===== src/rtl/assert_macros.svh =====
// Assertion helpers shared by the RTL, sampled on the rising edge of i_clk
`ifndef ASSERT_MACROS_SVH
`define ASSERT_MACROS_SVH
`ifndef SYNTHESIS
// expression must hold at every clock edge out of reset
`define ASSERT_ALWAYS(lbl, expr) \
    lbl: assert property (@(posedge i_clk) disable iff (!i_rst_n) (expr)) \
        else $error("assertion failed");
// consequent must hold in the same cycle as the antecedent
`define ASSERT_IMPLIES(lbl, ante, cons) \
    lbl: assert property (@(posedge i_clk) disable iff (!i_rst_n) (ante) |-> (cons)) \
        else $error("assertion failed");
// consequent must hold in the cycle after the antecedent
`define ASSERT_NEXT(lbl, ante, cons) \
    lbl: assert property (@(posedge i_clk) disable iff (!i_rst_n) (ante) |=> (cons)) \
        else $error("assertion failed");
`else
`define ASSERT_ALWAYS(lbl, expr)
`define ASSERT_IMPLIES(lbl, ante, cons)
`define ASSERT_NEXT(lbl, ante, cons)
`endif
`endif


===== src/rtl/ifp_pkg.sv =====
package ifp_pkg;

    // default operator stack depth
    localparam int STACK_DEPTH_DEF = 16;

    // ASCII characters with a meaning of their own
    localparam logic [7:0] CH_PLUS  = 8'h2B;
    localparam logic [7:0] CH_MINUS = 8'h2D;
    localparam logic [7:0] CH_STAR  = 8'h2A;
    localparam logic [7:0] CH_SLASH = 8'h2F;
    localparam logic [7:0] CH_OPEN  = 8'h28;
    localparam logic [7:0] CH_CLOSE = 8'h29;

    // stacked operator codes
    typedef enum logic [2:0] {
        CODE_ADD  = 3'd0,
        CODE_SUB  = 3'd1,
        CODE_MUL  = 3'd2,
        CODE_DIV  = 3'd3,
        CODE_OPEN = 3'd4
    } t_code;

    // result status codes
    typedef enum logic [1:0] {
        ST_OK              = 2'd0,
        ST_OVERFLOW        = 2'd1,
        ST_UNMATCHED_CLOSE = 2'd2,
        ST_UNMATCHED_OPEN  = 2'd3
    } t_status;

    // stack commands from the sequencer
    typedef struct packed {
        logic  push;
        logic  pop;
        logic  clear;
        t_code code;
    } t_stack_ctrl;

    // character for a stacked operator
    function automatic logic [7:0] code_char(input t_code code);
        logic [7:0] ch;
        case (code)
            CODE_ADD: ch = CH_PLUS;
            CODE_SUB: ch = CH_MINUS;
            CODE_MUL: ch = CH_STAR;
            CODE_DIV: ch = CH_SLASH;
            default:  ch = CH_OPEN;
        endcase
        return ch;
    endfunction

endpackage


===== src/rtl/ifp_if.sv =====
// input channel: one expression character per item
interface ifp_in_if;
    logic       valid;
    logic       ready;
    logic [7:0] in_char;
    logic       end_of_expression;

    modport source (output valid, output in_char, output end_of_expression, input ready);
    modport sink   (input valid, input in_char, input end_of_expression, output ready);
endinterface

// output channel: one postfix character or status per item
interface ifp_out_if;
    logic       valid;
    logic       ready;
    logic [7:0] out_char;
    logic       char_valid;
    logic [1:0] status;
    logic       last_of_run;

    modport source (output valid, output out_char, output char_valid, output status,
                    output last_of_run, input ready);
    modport sink   (input valid, input out_char, input char_valid, input status,
                    input last_of_run, output ready);
endinterface


===== src/rtl/ifp_op_stack.sv =====
module ifp_op_stack #(
    parameter int DEPTH = ifp_pkg::STACK_DEPTH_DEF,
    parameter int CNT_W = $clog2(DEPTH + 1)
) (
    input  logic                i_clk,
    input  logic                i_rst_n,
    input  ifp_pkg::t_stack_ctrl i_ctrl,
    output ifp_pkg::t_code      o_top,
    output logic [CNT_W-1:0]    o_count
);
    import ifp_pkg::*;

    localparam int IDX_W = (DEPTH > 1) ? $clog2(DEPTH) : 1;

    t_code            r_stack [DEPTH];
    logic [CNT_W-1:0] r_count;
    logic [CNT_W-1:0] top_pos;

    // top entry sits one below the count
    assign top_pos = r_count - CNT_W'(1);
    assign o_top   = r_stack[top_pos[IDX_W-1:0]];
    assign o_count = r_count;

    // fill count, cleared by reset
    always_ff @(posedge i_clk) begin
        if (!i_rst_n) begin
            r_count <= '0;
        end else if (i_ctrl.clear) begin
            r_count <= '0;
        end else if (i_ctrl.push) begin
            r_count <= r_count + CNT_W'(1);
        end else if (i_ctrl.pop) begin
            r_count <= r_count - CNT_W'(1);
        end
    end

    // entries, written at a push without clear; the sequencer pushes only below full
    always_ff @(posedge i_clk) begin
        if (i_ctrl.push && !i_ctrl.clear) begin
            r_stack[r_count[IDX_W-1:0]] <= i_ctrl.code;
        end
    end

endmodule


===== src/rtl/infix_to_postfix_converter.sv =====
// Shunting-yard infix to postfix converter, one character per input item.
// An operand's result passes the pending slot and then the output register on its way out.
// A new character is accepted only in the idle state, once the previous one is finished;
// output stalls hold the sequencer, which otherwise takes one pop/compare step per cycle.
// Reset clears the stack count and the output side; stack entries are not cleared.
`include "assert_macros.svh"

module infix_to_postfix_converter #(
    parameter int STACK_DEPTH = ifp_pkg::STACK_DEPTH_DEF
) (
    input  logic      i_clk,
    input  logic      i_rst_n,
    ifp_in_if.sink    i_in,
    ifp_out_if.source o_out
);
    import ifp_pkg::*;

    localparam int CNT_W = $clog2(STACK_DEPTH + 1);

    typedef enum logic [4:0] {
        S_IDLE   = 5'b00001,
        S_POP    = 5'b00010,
        S_PUSH   = 5'b00100,
        S_FLUSH  = 5'b01000,
        S_FINISH = 5'b10000
    } t_state;

    // how far the pop phase runs
    typedef enum logic [1:0] {
        MODE_LOW   = 2'd0,
        MODE_HIGH  = 2'd1,
        MODE_CLOSE = 2'd2
    } t_mode;

    typedef struct packed {
        logic [7:0] ch;
        logic       cv;
        t_status    status;
    } t_result;

    t_state      r_state, n_state;
    t_mode       r_mode, n_mode;
    t_code       r_code, n_code;
    logic        r_eoe, n_eoe;
    t_result     r_pend;
    logic        r_pend_v;
    t_result     r_out;
    logic        r_out_last;
    logic        r_out_v;

    t_stack_ctrl ctrl;
    t_code       top;
    logic [CNT_W-1:0] count;
    logic        slot_free;
    logic        emit;
    t_result     emit_res;
    logic        final_step;
    logic        load_out;
    logic        top_pops;
    logic        after_eoe;

    ifp_op_stack #(
        .DEPTH (STACK_DEPTH),
        .CNT_W (CNT_W)
    ) u_stack (
        .i_clk   (i_clk),
        .i_rst_n (i_rst_n),
        .i_ctrl  (ctrl),
        .o_top   (top),
        .o_count (count)
    );

    assign slot_free = !r_out_v || o_out.ready;
    assign i_in.ready = (r_state == S_IDLE);

    // top may be popped in the current mode
    assign top_pops = (count != '0) && (top != CODE_OPEN) &&
                      !((r_mode == MODE_HIGH) && ((top == CODE_ADD) || (top == CODE_SUB)));

    // sequencer: one stack step per cycle while the output slot is free
    always_comb begin
        n_state    = r_state;
        n_mode     = r_mode;
        n_code     = r_code;
        n_eoe      = r_eoe;
        ctrl       = '0;
        ctrl.code  = r_code;
        emit       = 1'b0;
        emit_res   = '0;
        final_step = 1'b0;
        after_eoe  = 1'b0;
        case (r_state)
            S_IDLE: begin
                if (i_in.valid) begin
                    n_eoe  = i_in.end_of_expression;
                    n_mode = MODE_LOW;
                    n_code = CODE_ADD;
                    case (i_in.in_char)
                        CH_PLUS: begin
                            n_state = S_POP;
                        end
                        CH_MINUS: begin
                            n_code  = CODE_SUB;
                            n_state = S_POP;
                        end
                        CH_STAR: begin
                            n_mode  = MODE_HIGH;
                            n_code  = CODE_MUL;
                            n_state = S_POP;
                        end
                        CH_SLASH: begin
                            n_mode  = MODE_HIGH;
                            n_code  = CODE_DIV;
                            n_state = S_POP;
                        end
                        CH_OPEN: begin
                            n_code  = CODE_OPEN;
                            n_state = S_PUSH;
                        end
                        CH_CLOSE: begin
                            n_mode  = MODE_CLOSE;
                            n_state = S_POP;
                        end
                        default: begin
                            // operand passes straight through
                            emit        = 1'b1;
                            emit_res.ch = i_in.in_char;
                            emit_res.cv = 1'b1;
                            n_state     = i_in.end_of_expression ? S_FLUSH : S_FINISH;
                        end
                    endcase
                end
            end
            S_POP: begin
                if (slot_free) begin
                    if (top_pops) begin
                        emit        = 1'b1;
                        emit_res.ch = code_char(top);
                        emit_res.cv = 1'b1;
                        ctrl.pop    = 1'b1;
                    end else if (r_mode == MODE_CLOSE) begin
                        // drop the matching open paren, or flag its absence
                        if (count != '0) begin
                            ctrl.pop = 1'b1;
                        end else begin
                            emit            = 1'b1;
                            emit_res.status = ST_UNMATCHED_CLOSE;
                        end
                        after_eoe = 1'b1;
                    end else begin
                        n_state = S_PUSH;
                    end
                end
            end
            S_PUSH: begin
                if (slot_free) begin
                    if (count == CNT_W'(STACK_DEPTH)) begin
                        ctrl.clear      = 1'b1;
                        emit            = 1'b1;
                        emit_res.status = ST_OVERFLOW;
                    end else begin
                        ctrl.push = 1'b1;
                    end
                    after_eoe = 1'b1;
                end
            end
            S_FLUSH: begin
                if (slot_free) begin
                    if (count != '0 && top != CODE_OPEN) begin
                        emit        = 1'b1;
                        emit_res.ch = code_char(top);
                        emit_res.cv = 1'b1;
                        ctrl.pop    = 1'b1;
                    end else begin
                        if (count != '0) begin
                            ctrl.clear      = 1'b1;
                            emit            = 1'b1;
                            emit_res.status = ST_UNMATCHED_OPEN;
                        end
                        n_state = S_FINISH;
                    end
                end
            end
            S_FINISH: begin
                if (slot_free) begin
                    final_step = 1'b1;
                    n_state    = S_IDLE;
                end
            end
            default: begin
                n_state = S_IDLE;
            end
        endcase
        if (after_eoe) begin
            n_state = r_eoe ? S_FLUSH : S_FINISH;
        end
    end

    // a result waits in the pending slot until the next one shows whether it is last
    assign load_out = r_pend_v && (emit || final_step);

    // control state
    always_ff @(posedge i_clk) begin
        if (!i_rst_n) begin
            r_state  <= S_IDLE;
            r_pend_v <= 1'b0;
            r_out_v  <= 1'b0;
        end else begin
            r_state <= n_state;
            if (emit) begin
                r_pend_v <= 1'b1;
            end else if (final_step) begin
                r_pend_v <= 1'b0;
            end
            if (load_out) begin
                r_out_v <= 1'b1;
            end else if (o_out.ready) begin
                r_out_v <= 1'b0;
            end
        end
    end

    // payload
    always_ff @(posedge i_clk) begin
        r_mode <= n_mode;
        r_code <= n_code;
        r_eoe  <= n_eoe;
        if (emit) begin
            r_pend <= emit_res;
        end
        if (load_out) begin
            r_out      <= r_pend;
            r_out_last <= final_step;
        end
    end

    assign o_out.valid       = r_out_v;
    assign o_out.out_char    = r_out.ch;
    assign o_out.char_valid  = r_out.cv;
    assign o_out.status      = r_out.status;
    assign o_out.last_of_run = r_out_last;

    // checks
    `ASSERT_ALWAYS(a_count_range, count <= CNT_W'(STACK_DEPTH))
    `ASSERT_IMPLIES(a_idle_no_pend, r_state == S_IDLE, !r_pend_v)
    `ASSERT_NEXT(a_finish_to_idle, r_state == S_FINISH && slot_free, r_state == S_IDLE)
    `ASSERT_IMPLIES(a_status_no_char, r_out_v && r_out.status != ST_OK, !r_out.cv)

endmodule


===== src/flat_wrapper.sv =====
// flat-port wrapper written by rule: the top's interface ports become plain ports
module infix_to_postfix_converter_flat import ifp_pkg::*;
#(
    parameter int STACK_DEPTH = ifp_pkg::STACK_DEPTH_DEF
)
  (i_clk, i_rst_n, i_in_valid, i_in_in_char, i_in_end_of_expression, i_in_ready, o_out_valid, o_out_out_char, o_out_char_valid, o_out_status, o_out_last_of_run, o_out_ready);
  ifp_in_if i_in_i ();
  ifp_out_if o_out_i ();
  input  logic i_clk;
  input  logic i_rst_n;
  input wire logic [$bits(i_in_i.valid)-1:0] i_in_valid;
  input wire logic [$bits(i_in_i.in_char)-1:0] i_in_in_char;
  input wire logic [$bits(i_in_i.end_of_expression)-1:0] i_in_end_of_expression;
  output wire logic [$bits(i_in_i.ready)-1:0] i_in_ready;
  output wire logic [$bits(o_out_i.valid)-1:0] o_out_valid;
  output wire logic [$bits(o_out_i.out_char)-1:0] o_out_out_char;
  output wire logic [$bits(o_out_i.char_valid)-1:0] o_out_char_valid;
  output wire logic [$bits(o_out_i.status)-1:0] o_out_status;
  output wire logic [$bits(o_out_i.last_of_run)-1:0] o_out_last_of_run;
  input wire logic [$bits(o_out_i.ready)-1:0] o_out_ready;
  assign i_in_i.valid = i_in_valid;
  assign i_in_i.in_char = i_in_in_char;
  assign i_in_i.end_of_expression = i_in_end_of_expression;
  assign i_in_ready = i_in_i.ready;
  assign o_out_valid = o_out_i.valid;
  assign o_out_out_char = o_out_i.out_char;
  assign o_out_char_valid = o_out_i.char_valid;
  assign o_out_status = o_out_i.status;
  assign o_out_last_of_run = o_out_i.last_of_run;
  assign o_out_i.ready = o_out_ready;
  infix_to_postfix_converter #(.STACK_DEPTH(STACK_DEPTH)) u_core (.i_clk(i_clk), .i_rst_n(i_rst_n), .i_in(i_in_i), .o_out(o_out_i));
endmodule

===== config.mk =====
export PLATFORM = sky130hd
export DESIGN_NAME = infix_to_postfix_converter_flat
export DESIGN_NICKNAME = d
export VERILOG_FILES = /design/src/rtl/ifp_pkg.sv /design/src/rtl/ifp_if.sv /design/src/rtl/ifp_op_stack.sv /design/src/rtl/infix_to_postfix_converter.sv /design/src/flat_wrapper.sv
export VERILOG_INCLUDE_DIRS = /design/src /design/src/rtl
export SDC_FILE = /design/constraint.sdc
export NUM_CORES = 1
export LEC_CHECK = 0
export ABC_AREA = 1
export BUFFER_PORTS_ARGS = -buffer_cell sky130_fd_sc_hd__buf_2
export CORE_UTILIZATION = 65
export CTS_CLUSTER_SIZE = 40
export DETAILED_ROUTE_END_ITERATION = 10
export PLACE_DENSITY_LB_ADDON = 0.1
export SETUP_SLACK_MARGIN = 0.15
export SLEW_MARGIN = 20
export SYNTH_ARGS = -nofsm -noshare
export SYNTH_HDL_FRONTEND = slang
export SYNTH_SLANG_ARGS = --single-unit

===== constraint.sdc =====
create_clock -name i_clk -period 4.59 [get_ports i_clk]
set_input_delay 0.918 -clock i_clk [delete_from_list [all_inputs] [get_ports i_clk]]
set_output_delay 0.918 -clock i_clk [all_outputs]
set_load 0.02 [all_outputs]

---- Yosys cells after proc, flatten, opt, wreduce, memory -nomap -nowiden ----
Memory sizes are Yosys's and may differ from the RTL's.
Cells that the tools add are included.
operators by class
  bitwise gates (word level) .............. 1
  reduce and logical (&&, ||, !) cells .... 22
  multiplexer cells ....................... 67
  equality and inequality tests ........... 26
  add/sub/neg operators ................... 2
operators by type and width
  kind                                                   number
  two-way mux 5 bit                                      12
  equality test 8 x 6 -> 1 bit, second input constant    6
  two-way mux 1 bit                                      31
  two-way mux 9 bit                                      3
  one-hot mux 9 bit (3 select lines)                     1
  one-hot mux 5 bit (5 select lines)                     1
  one-hot mux 3 bit (4 select lines)                     2
  two-way mux 11 bit                                     2
  two-way mux 2 bit                                      7
  equality test 5 bit, second input constant             2
  one-hot mux 5 bit (2 select lines)                     1
  inequality test 3 x 1 -> 1 bit, second input constant  3
  inequality test 3 x 2 -> 1 bit, second input constant  3
  AND reduction 8 bit                                    1
  two-way mux 7 bit                                      1
  equality test 3 x 2 -> 1 bit, second input constant    2
  inequality test 3 bit, second input constant           2
  one-hot mux 1 bit (2 select lines)                     3
  one-hot mux 2 bit (3 select lines)                     1
  nonzero test 2 bit                                     3
  OR reduction 6 bit                                     1
  adder 5 x 1 -> 5 bit, second input constant            1
  equality test 5 x 1 -> 1 bit, second input constant    1
  equality test 5 x 2 -> 1 bit, second input constant    1
  other kinds (18)                                       27
storage, ports and cells
  output and inout port bits .............. 14
  memories ................................ 1
  register bits ........................... 41
  memory bits (writable) .................. 48
  bits of input ports ..................... 13
memories
  memory                  depth  bits a word  rd ports  clocked after memory_dff  wr ports  line                text
  u_core.u_stack.r_stack  16     3            1         0                         1         ifp_op_stack.sv:15  t_code r_stack [DEPTH];

---- Logic depth before layout (Yosys ltp) ----
Gate-level depths: netlist (run 1).
An unclocked memory read counts as a cell.
  depth in word-level cells ............... 13
  mapped depth ............................ 20
  gate-level depth less buffers ........... 17

---- Hierarchy ----
From an unflattened synthesis (run 1), not the netlist that was laid out.
unflattened totals
  cell total of the unflattened synthesis .. 483
  area total of the unflattened synthesis .. 4356.7 um2
by module, submodules not included
  module                      cells an instance  area an instance (um2)  sequential area each (um2)  times used
  ifp_op_stack                280                2586.2                  1541.5                      1
  infix_to_postfix_converter  203                1770.4                  1011.0                      1

---- Worst setup path after synthesis (run 1) ----
Ideal clock, no wire load.
  path type ............................... reg2reg
  start ................................... register u_core.u_stack.r_count[0], in the netlist u_core.u_stack.o_count[0]
  end ..................................... register u_core.r_out (netlist bit u_core.o_out.char_valid), enable pin
  path slack .............................. 1806 ps
  data arrival time ....................... 2440 ps
  period minus slack after synthesis ...... 2784 ps
  stages on the path, launching flop included .. 20
  setup time .............................. 344 ps
  path through ............................ dfxtp_1 -> buf_6 -> inv_6 -> buf_6 -> ha_1 -> buf_2 -> inv_1 -> buf_4 -> nand3_1 -> nand3_1 -> nand3_2 -> nand2_4 -> inv_2 -> nand3_2 -> nand3_4 -> nand3_1 -> o21ai_0 -> nand3_1 -> nand2_1 -> inv_1
between the ends
  word-level cells in the longest chain between the ends .. 12
  elaborated cells on any way between the ends .. 24
ends and longest elaborated chain
  item                                                             line                               text
  from (decl)                                                      ifp_op_stack.sv:16                 logic [CNT_W-1:0] r_count;
  from (signal assigned)                                           ifp_op_stack.sv:31                 r_count <= r_count + CNT_W'(1);
  from (signal assigned)                                           ifp_op_stack.sv:33                 r_count <= r_count - CNT_W'(1);
  subtractor 5 x 1 -> 5 bit                                        n/a
  memory read (16 x 3 bit)                                         n/a
  equality test 3 x 1 -> 1 bit or zero test 3 bit (tied branches)  infix_to_postfix_converter.sv:78   !((r_mode == MODE_HIGH) && ((top == CODE_ADD) || (top == CODE_SUB)));
  logical OR 1 bit                                                 infix_to_postfix_converter.sv:78
  logical AND 1 bit                                                infix_to_postfix_converter.sv:78
  zero test 1 bit                                                  infix_to_postfix_converter.sv:78
  logical AND 1 bit                                                infix_to_postfix_converter.sv:77   assign top_pops = (count != '0) && (top != CODE_OPEN) &&
  two-way mux 1 bit                                                infix_to_postfix_converter.sv:136  if (top_pops) begin
  two-way mux 1 bit                                                infix_to_postfix_converter.sv:135  if (slot_free) begin
  one-hot mux 1 bit (4 select lines) (*)                           infix_to_postfix_converter.sv:92   case (r_state)
  logical OR 1 bit (*)                                             infix_to_postfix_converter.sv:200  assign load_out = r_pend_v && (emit || final_step);
  logical AND 1 bit (*)                                            infix_to_postfix_converter.sv:200
  named net u_core.load_out                                        infix_to_postfix_converter.sv:58   logic load_out;
  to (signal assigned)                                             infix_to_postfix_converter.sv:232  r_out <= r_pend;
  to (decl)                                                        infix_to_postfix_converter.sv:47   t_result r_out;
The timed path passes the listed nets; every way through them passes the cells marked *.
A chain may end at the register's enable or synchronous reset.

---- Worst setup path in the final report (run 1) ----
  start ................................... register u_core.u_stack.r_count[0], in the netlist u_core.u_stack.o_count[0]
  end ..................................... register u_core.r_out (netlist bit u_core.o_out.out_char[0]), enable pin
Same word-level chain as after synthesis.

==> results_dict.tcl, run 1 <==
set metrics [dict create \
    status "finished, final reports clean" \
    ys_ff_latch 89 \
    die_height_um 83.5 \
    die-area_um2 6970 \
    postPlaceCellArea_um2 4460 \
    synth_area_leaders "edfxtp_1, nand2_1, dfxtp_1" \
    vias 3097 \
    cts_resized 0 \
    cp.arrival_ns 3.31 \
    synth_warnings 0 \
    clkSinkCount 89 \
    hold_viol_final 0 \
    globalplace.congestion 0.903 \
    cts_buffer_depth 2 \
    path_delay_family "simple AND/OR/NAND/NOR gates" \
    synth.cell_area_um2 4320 \
    gr-total-overflow 0 \
    fmax_mhz 303 \
    r2r-start "u_core.u_stack.o_count[0]" \
    portBuffers 26 \
    path_class "flip-flop to flip-flop" \
    initial_core_util_pct 67.6 \
    r2r_slack_ns 1.29 \
    wire_per_inst_um 15.5 \
    drt-pass1-iter-count 5 \
    synthTopCellsByCount "nand2_1, edfxtp_1, inv_1" \
    grtUsageTotal_pct 26.1 \
    crit_cells 16 \
    io_pins 27 \
    rsz0062_at_grt "false" \
    core-area_um2 6390 \
    drive_gt1_share_pct 16.2 \
    cts.clk_slew.worst_paths_ns 0.09 \
    finalCritPeriodShare_pct 71.9 \
    postSynthNetCount 459 \
    diodes 0 \
    syn_inst 441 \
    setup.worst_path.start "u_core.u_stack.o_count[0]" \
    reg2reg_to "u_core.o_out.out_char[0]" \
    cts_tree "yes" \
    synth_edf_count 77 \
    slew_headroom_pct 58.0 \
    synthFlopType "edfxtp_1" \
    maxCapViolCount 0 \
    drc_errors 0 \
    clkLatencyLatePin_ns 0.36 \
    cp-start-kind "flip-flop" \
    final_area_um2 4660 \
    numCtsBuffers 9 \
    ant_nets 0 \
    cts_hold_buf 0 \
    p_leak_nw 1.94 \
    grt_antenna_before_repair 0 \
    worstRegToRegCells 16 \
    cpPeakStageDelay_ns 0.62 \
    grt_pass1_vias 2795 \
    synth.most_common_cell "nand2_1" \
    tightest_slew_ns 0.630 \
    hold_path.startpoint "u_core.r_pend[0]" \
    crit_path_end "u_core.o_out.out_char[0]" \
    crit_path_end_kind "flip-flop" \
    slowest_stage "ha_1" \
    drtIter0Drc 212 \
    place.detailed.hpwl_mm 6.16 \
    slew_violations 0 \
    layout.nets 487 \
    yosysSeqAreaShare_pct 59.1 \
    row_count 29 \
    peakVddDrop_mv 0.379 \
    wl_mm 8.52 \
    layout_min_cycle_time_ns 3.30 \
    setup_tns_ns 0 \
    yosysUniqueCellTypes 34 \
    syn2layout_area_growth_pct 8.09 \
    htree_num_levels 3 \
    setup_viol 0 \
    grt_first_pass_wirelength_mm 13.7 \
    vias_per_cell 5.62 \
    cts_root_buffer "clkbuf_8" \
    skew_ns 0.00902 \
    cp_max_fo 29 \
    min_path_type "flip-flop to flip-flop" \
    critPathBufInv 4 \
    die_x_um 83.5 \
    required_ns 4.61 \
    grt_start_max_net_pins 30 \
    cp_common_cell "nand3_1" \
    power.density_nw_per_um2 502 \
    async_flop_share_pct 0 \
    postCtsSetupBuffers 0 \
    crit_chain "inv_6 > ha_1 > inv_1 > nor2_1 > o21ai_1 > nand3_1 > nand3_1 > nand2_2 > inv_2 > nand2_2 > nand3_4 > nand3_1 > o21ai_0 > nand3_1 > nand2_1 > inv_1" \
    synth.avg_cell_area_um2 9.79 \
    yosysTopAreaCellShare_pct 53.6 \
    yosysTopAreaCell "edfxtp_1" \
]
## power breakdown
part	internal, mW	switching, mW
registers	1.04	0.0756
clock network	0.256	0.286
logic	0.207	0.474
total	1.51	0.835
## worst min-delay path by stage
| stage | end | depth (start not counted) | slack (ns) |
|---|---|---|---|
| floorplan | u_core.o_out.char_valid | 0 | 0.40 |
| global placement | u_core.o_out.out_char[4] | 0 | 0.40 |
| detailed placement | u_core.o_out.out_char[0] | 0 | 0.40 |
| CTS | u_core.o_out.out_char[5] | 0 | 0.43 |
| global route | u_core.o_out.out_char[5] | 0 | 0.43 |
| finish | u_core.o_out.status[0] | 0 | 0.42 |
## cell type report
cell class	instances	area, um^2
clock buffer	9	124
clock inverter	7	77.6
fill	472	1720
inverter	64	245
multi-input combinational	278	1430
sequential	89	2550
tap	77	96.3
timing repair buffer	27	138
## cell usage in the layout, fill, tap and decap left out, types with 5 or more instances in the layout
cell type	synthesis	final
nand2_1	107	107
edfxtp_1	77	77
inv_1	56	56
nor2_1	49	49
nand3_1	37	37
buf_2	3	26
nand4_1	13	13
dfxtp_1	12	12
clkbuf_8	0	9
inv_2	7	7
nand3_2	7	7
o21ai_0	7	7
a21oi_1	7	7
nor3_1	6	6
nor2_2	5	5
ha_1	5	5
## sequential cells by signal (all words and copies together) (netlist names), 2 cells and up
register                cells
u_core.u_stack.r_stack     48
u_core.r_state              5
u_core.r_mode               2
u_core.r_pend              11
u_core.o_out.status         2
u_core.r_code               3
u_core.u_stack.o_count      5
u_core.o_out.out_char       8
## cells by family (layout without fill, tap and decap cells)
logic type      count (synthesis)  in the layout  share of synthesized area, %
compound gates                 31             31                          4.61
xor+xnor                        6              6                          1.57
fa+ha+maj                       5              5                          1.45
buf+inv                        74            107                          7.68
flops                          89             89                          59.1
simple gates                  236            236                          25.5
## metal layers
layer / wire length, um / GRT usage (%)
met1: 3930 / 39.0
met2: 3840 / 38.3
met3: 614 / 5.14
met4: 144 / 9.40
met5: 0 / 0
## through the flow
step	hold WS, ns	cells	setup WS, ns	util (%)	power, mW
2_1_floorplan	0.400	441	1.81	-	1.65
3_3_place_gp	0.401	535	1.49	69.9	1.80
3_5_place_dp	0.405	535	1.34	69.9	1.81
4_1_cts	0.426	551	1.32	73.0	2.35
5_1_grt	0.429	551	0.969	73.0	2.48
6_report	0.424	551	1.29	73.0	2.34
(Power assumes the default switching activity.)
==> inputs of run 2 (changes only) <==
--- a/config.mk
+++ b/config.mk
@@ -6,9 +6,9 @@
 export SDC_FILE = /design/constraint.sdc
 export NUM_CORES = 1
 export LEC_CHECK = 0
-export ABC_AREA = 1
+export ABC_AREA = 0
 export BUFFER_PORTS_ARGS = -buffer_cell sky130_fd_sc_hd__buf_2
-export CORE_UTILIZATION = 65
+export CORE_UTILIZATION = 54
 export CTS_CLUSTER_SIZE = 40
 export DETAILED_ROUTE_END_ITERATION = 10
 export PLACE_DENSITY_LB_ADDON = 0.1
==> constraint.sdc (replaced) <==
create_clock -name i_clk -period 2.7 [get_ports i_clk]
set_input_delay 0.54 -clock i_clk [delete_from_list [all_inputs] [get_ports i_clk]]
set_output_delay 0.54 -clock i_clk [all_outputs]
set_load 0.02 [all_outputs]
==> results_dict.tcl, run 2 <==
set metrics [dict create \
    violations "negative setup slack" \
    worstRegToRegCells 10 \
    synth.most_common_cell "edfxtp_1" \
    ys_ff_latch 89 \
    cts.clk_slew.worst_paths_ns 0.09 \
    r2r_slack_ns -0.25 \
    setup_ws_ns -0.250 \
    synth_edf_count 77 \
    diodes 0 \
    grt_first_pass_wirelength_mm 14.8 \
    yosysTopAreaCell "edfxtp_1" \
    synthTopCellsByCount "edfxtp_1, and2_1, mux2i_1" \
    async_flop_share_pct 0 \
    mostFrequentLayoutCells "edfxtp_1, buf_4, buf_2" \
    globalplace.congestion 0.904 \
    cts_tree "yes" \
    clkLatencyLatePin_ns 0.36 \
    postPlaceCellArea_um2 4710 \
    reg2reg_to "u_core.o_out.status[0]" \
    wl_mm 9.36 \
    layout.nets 396 \
    synth_warnings 0 \
    synth_area_leaders "edfxtp_1, dfxtp_1, mux2i_1" \
    gr-total-overflow 0 \
    grt_antenna_before_repair 0 \
    power.density_nw_per_um2 763 \
    die_height_um 90.0 \
    clkSinkCount 89 \
    hold_depth 1 \
    required_ns 2.77 \
    core-area_um2 7370 \
    rsz0062_at_grt "true" \
    yosysTopAreaCellShare_pct 55.3 \
    finalCritPeriodShare_pct 109 \
    portBuffers 26 \
    yosysUniqueCellTypes 57 \
    drt-pass1-iter-count 5 \
    peakVddDrop_mv 0.446 \
    syn2layout_area_growth_pct 24.6 \
    cp.arrival_ns 3.02 \
    vias_per_cell 5.93 \
    maxCapViolCount 0 \
    r2r-start "u_core.u_stack.o_count[0]" \
    grtUsageTotal_pct 24.8 \
    setup_viol 41 \
    crit_path_end_kind "flip-flop" \
    htree_num_levels 3 \
    cts_buffer_depth 2 \
    synth.cell_area_um2 4180 \
    hold_path.startpoint "i_in_end_of_expression" \
    fmax_mhz 339 \
    die_x_um 90.0 \
    hold_viol_final 0 \
    numCtsBuffers 9 \
    yosysSeqAreaShare_pct 61.0 \
    largest_reg_flops 48 \
    vias 2857 \
    die-area_um2 8100 \
    row_count 31 \
    ant_nets 0 \
    tightest_slew_ns 0.686 \
    status "complete, but fails checks" \
    p_leak_nw 1.85 \
    initial_core_util_pct 56.8 \
    final_area_um2 5210 \
    mostFrequentLayoutCell "edfxtp_1" \
    slew_headroom_pct 53.9 \
    layout_min_cycle_time_ns 2.95 \
    path_class "flip-flop to flip-flop" \
    min_path_type "input port to flip-flop" \
    hold_end "u_core.r_eoe" \
    syn_inst 307 \
    cp-start-kind "flip-flop" \
    synth.avg_cell_area_um2 13.6 \
    cts_root_buffer "clkbuf_8" \
    slew_violations 0 \
    drc_errors 0 \
    synthFlopType "edfxtp_1" \
    drive_gt1_share_pct 35.0 \
    place.detailed.hpwl_mm 6.50 \
    grt_start_max_net_pins 17 \
    wire_per_inst_um 19.4 \
    cp_max_fo 6 \
    cts_hold_buf 0 \
    holdWs_ns 0.393 \
    io_pins 27 \
    drtIter0Drc 195 \
    grt_pass1_vias 2715 \
    power_mw 3.98 \
    place_ws_ns -0.327 \
    postSynthNetCount 325 \
    skew_ns 0.0103 \
]
-- run 2: per-stage QoR --
stage | utilization (%) | cells | setup TNS [ns]
final | 70.7 | 482 | -7.33
after global routing | 70.7 | 482 | -12.14
after CTS | 68.8 | 478 | -7.33
after detailed placement | 63.9 | 451 | -7.48
after global placement | 63.9 | 451 | -5.14
after floorplan | - | 307 | -12.73
-- run 2: worst max-delay path by stage --
| stage | from | to | slack (ns) | cells after the start |
|---|---|---|---|---|
| 3_3_place_gp | u_core.u_stack.o_count[0] | u_core.r_state[3] | -0.25 | 9 |
| 5_1_grt | u_core.u_stack.o_count[0] | u_core.o_out.status[0] | -0.36 | 10 |
| 4_1_cts | u_core.u_stack.o_count[0] | u_core.r_state[2] | -0.22 | 11 |
| 3_5_place_dp | u_core.u_stack.o_count[0] | u_core.r_state[3] | -0.33 | 9 |
| 6_report | u_core.u_stack.o_count[0] | u_core.o_out.status[0] | -0.25 | 10 |
| 2_1_floorplan | u_core.u_stack.o_count[0] | u_core.o_out.char_valid | -0.54 | 12 |
-- run 2: cell families after synthesis --
group	count (synthesis)	synth area share, %
simple gates	106	14.2
flops	89	61.0
compound gates	50	9.18
mux	32	10.1
buf+inv	18	2.06
xor+xnor	7	1.91
fa+ha+maj	5	1.50
-- run 2: worst max-delay path, cell delays in order, from the launching register on --
cell and delay (ns):
dfxtp_2 0.36, clkinvlp_4 0.14, ha_4 0.25, buf_12 0.13, mux2i_1 0.12, mux4_2 0.51
mux2_4 0.33, a32oi_4 0.26, nand2_2 0.09, a31oi_4 0.26, o21a_4 0.21
-- run 2: area by class of cell --
class,instances,area (um^2)
Multi-Input combinational cell,201,1800
Clock inverter,7,78.8
Clock buffer,9,124
Timing Repair Buffer,70,503
Sequential cell,89,2550
Inverter,7,30.0
Fill cell,502,2160
Tap cell,99,124
-- run 2: metal layers --
layer | wire (um) | GRT usage (%) | share of wire, %
met4 | 179 | 8.74 | 1.9
met2 | 4230 | 35.7 | 45
met5 | 0 | 0 | 0
met1 | 4220 | 38.3 | 45
met3 | 728 | 3.55 | 7.8
-- run 2: power by group --
group          switching [mW]  internal (mW)  leakage, nW
registers               0.144           1.71        0.801
clock network           0.495          0.437       0.0994
logic                   0.633          0.559        0.945
-- run 2: repair_timing --
| action | 4_1_cts | 5_1_grt |
|---|---|---|
| resized for setup | 15 | 19 |
| gates cloned | 1 | 0 |
| pin swaps | 20 | 10 |
| setup endpoints to repair | 41 | 43 |
| buffers inserted | 10 | 4 |
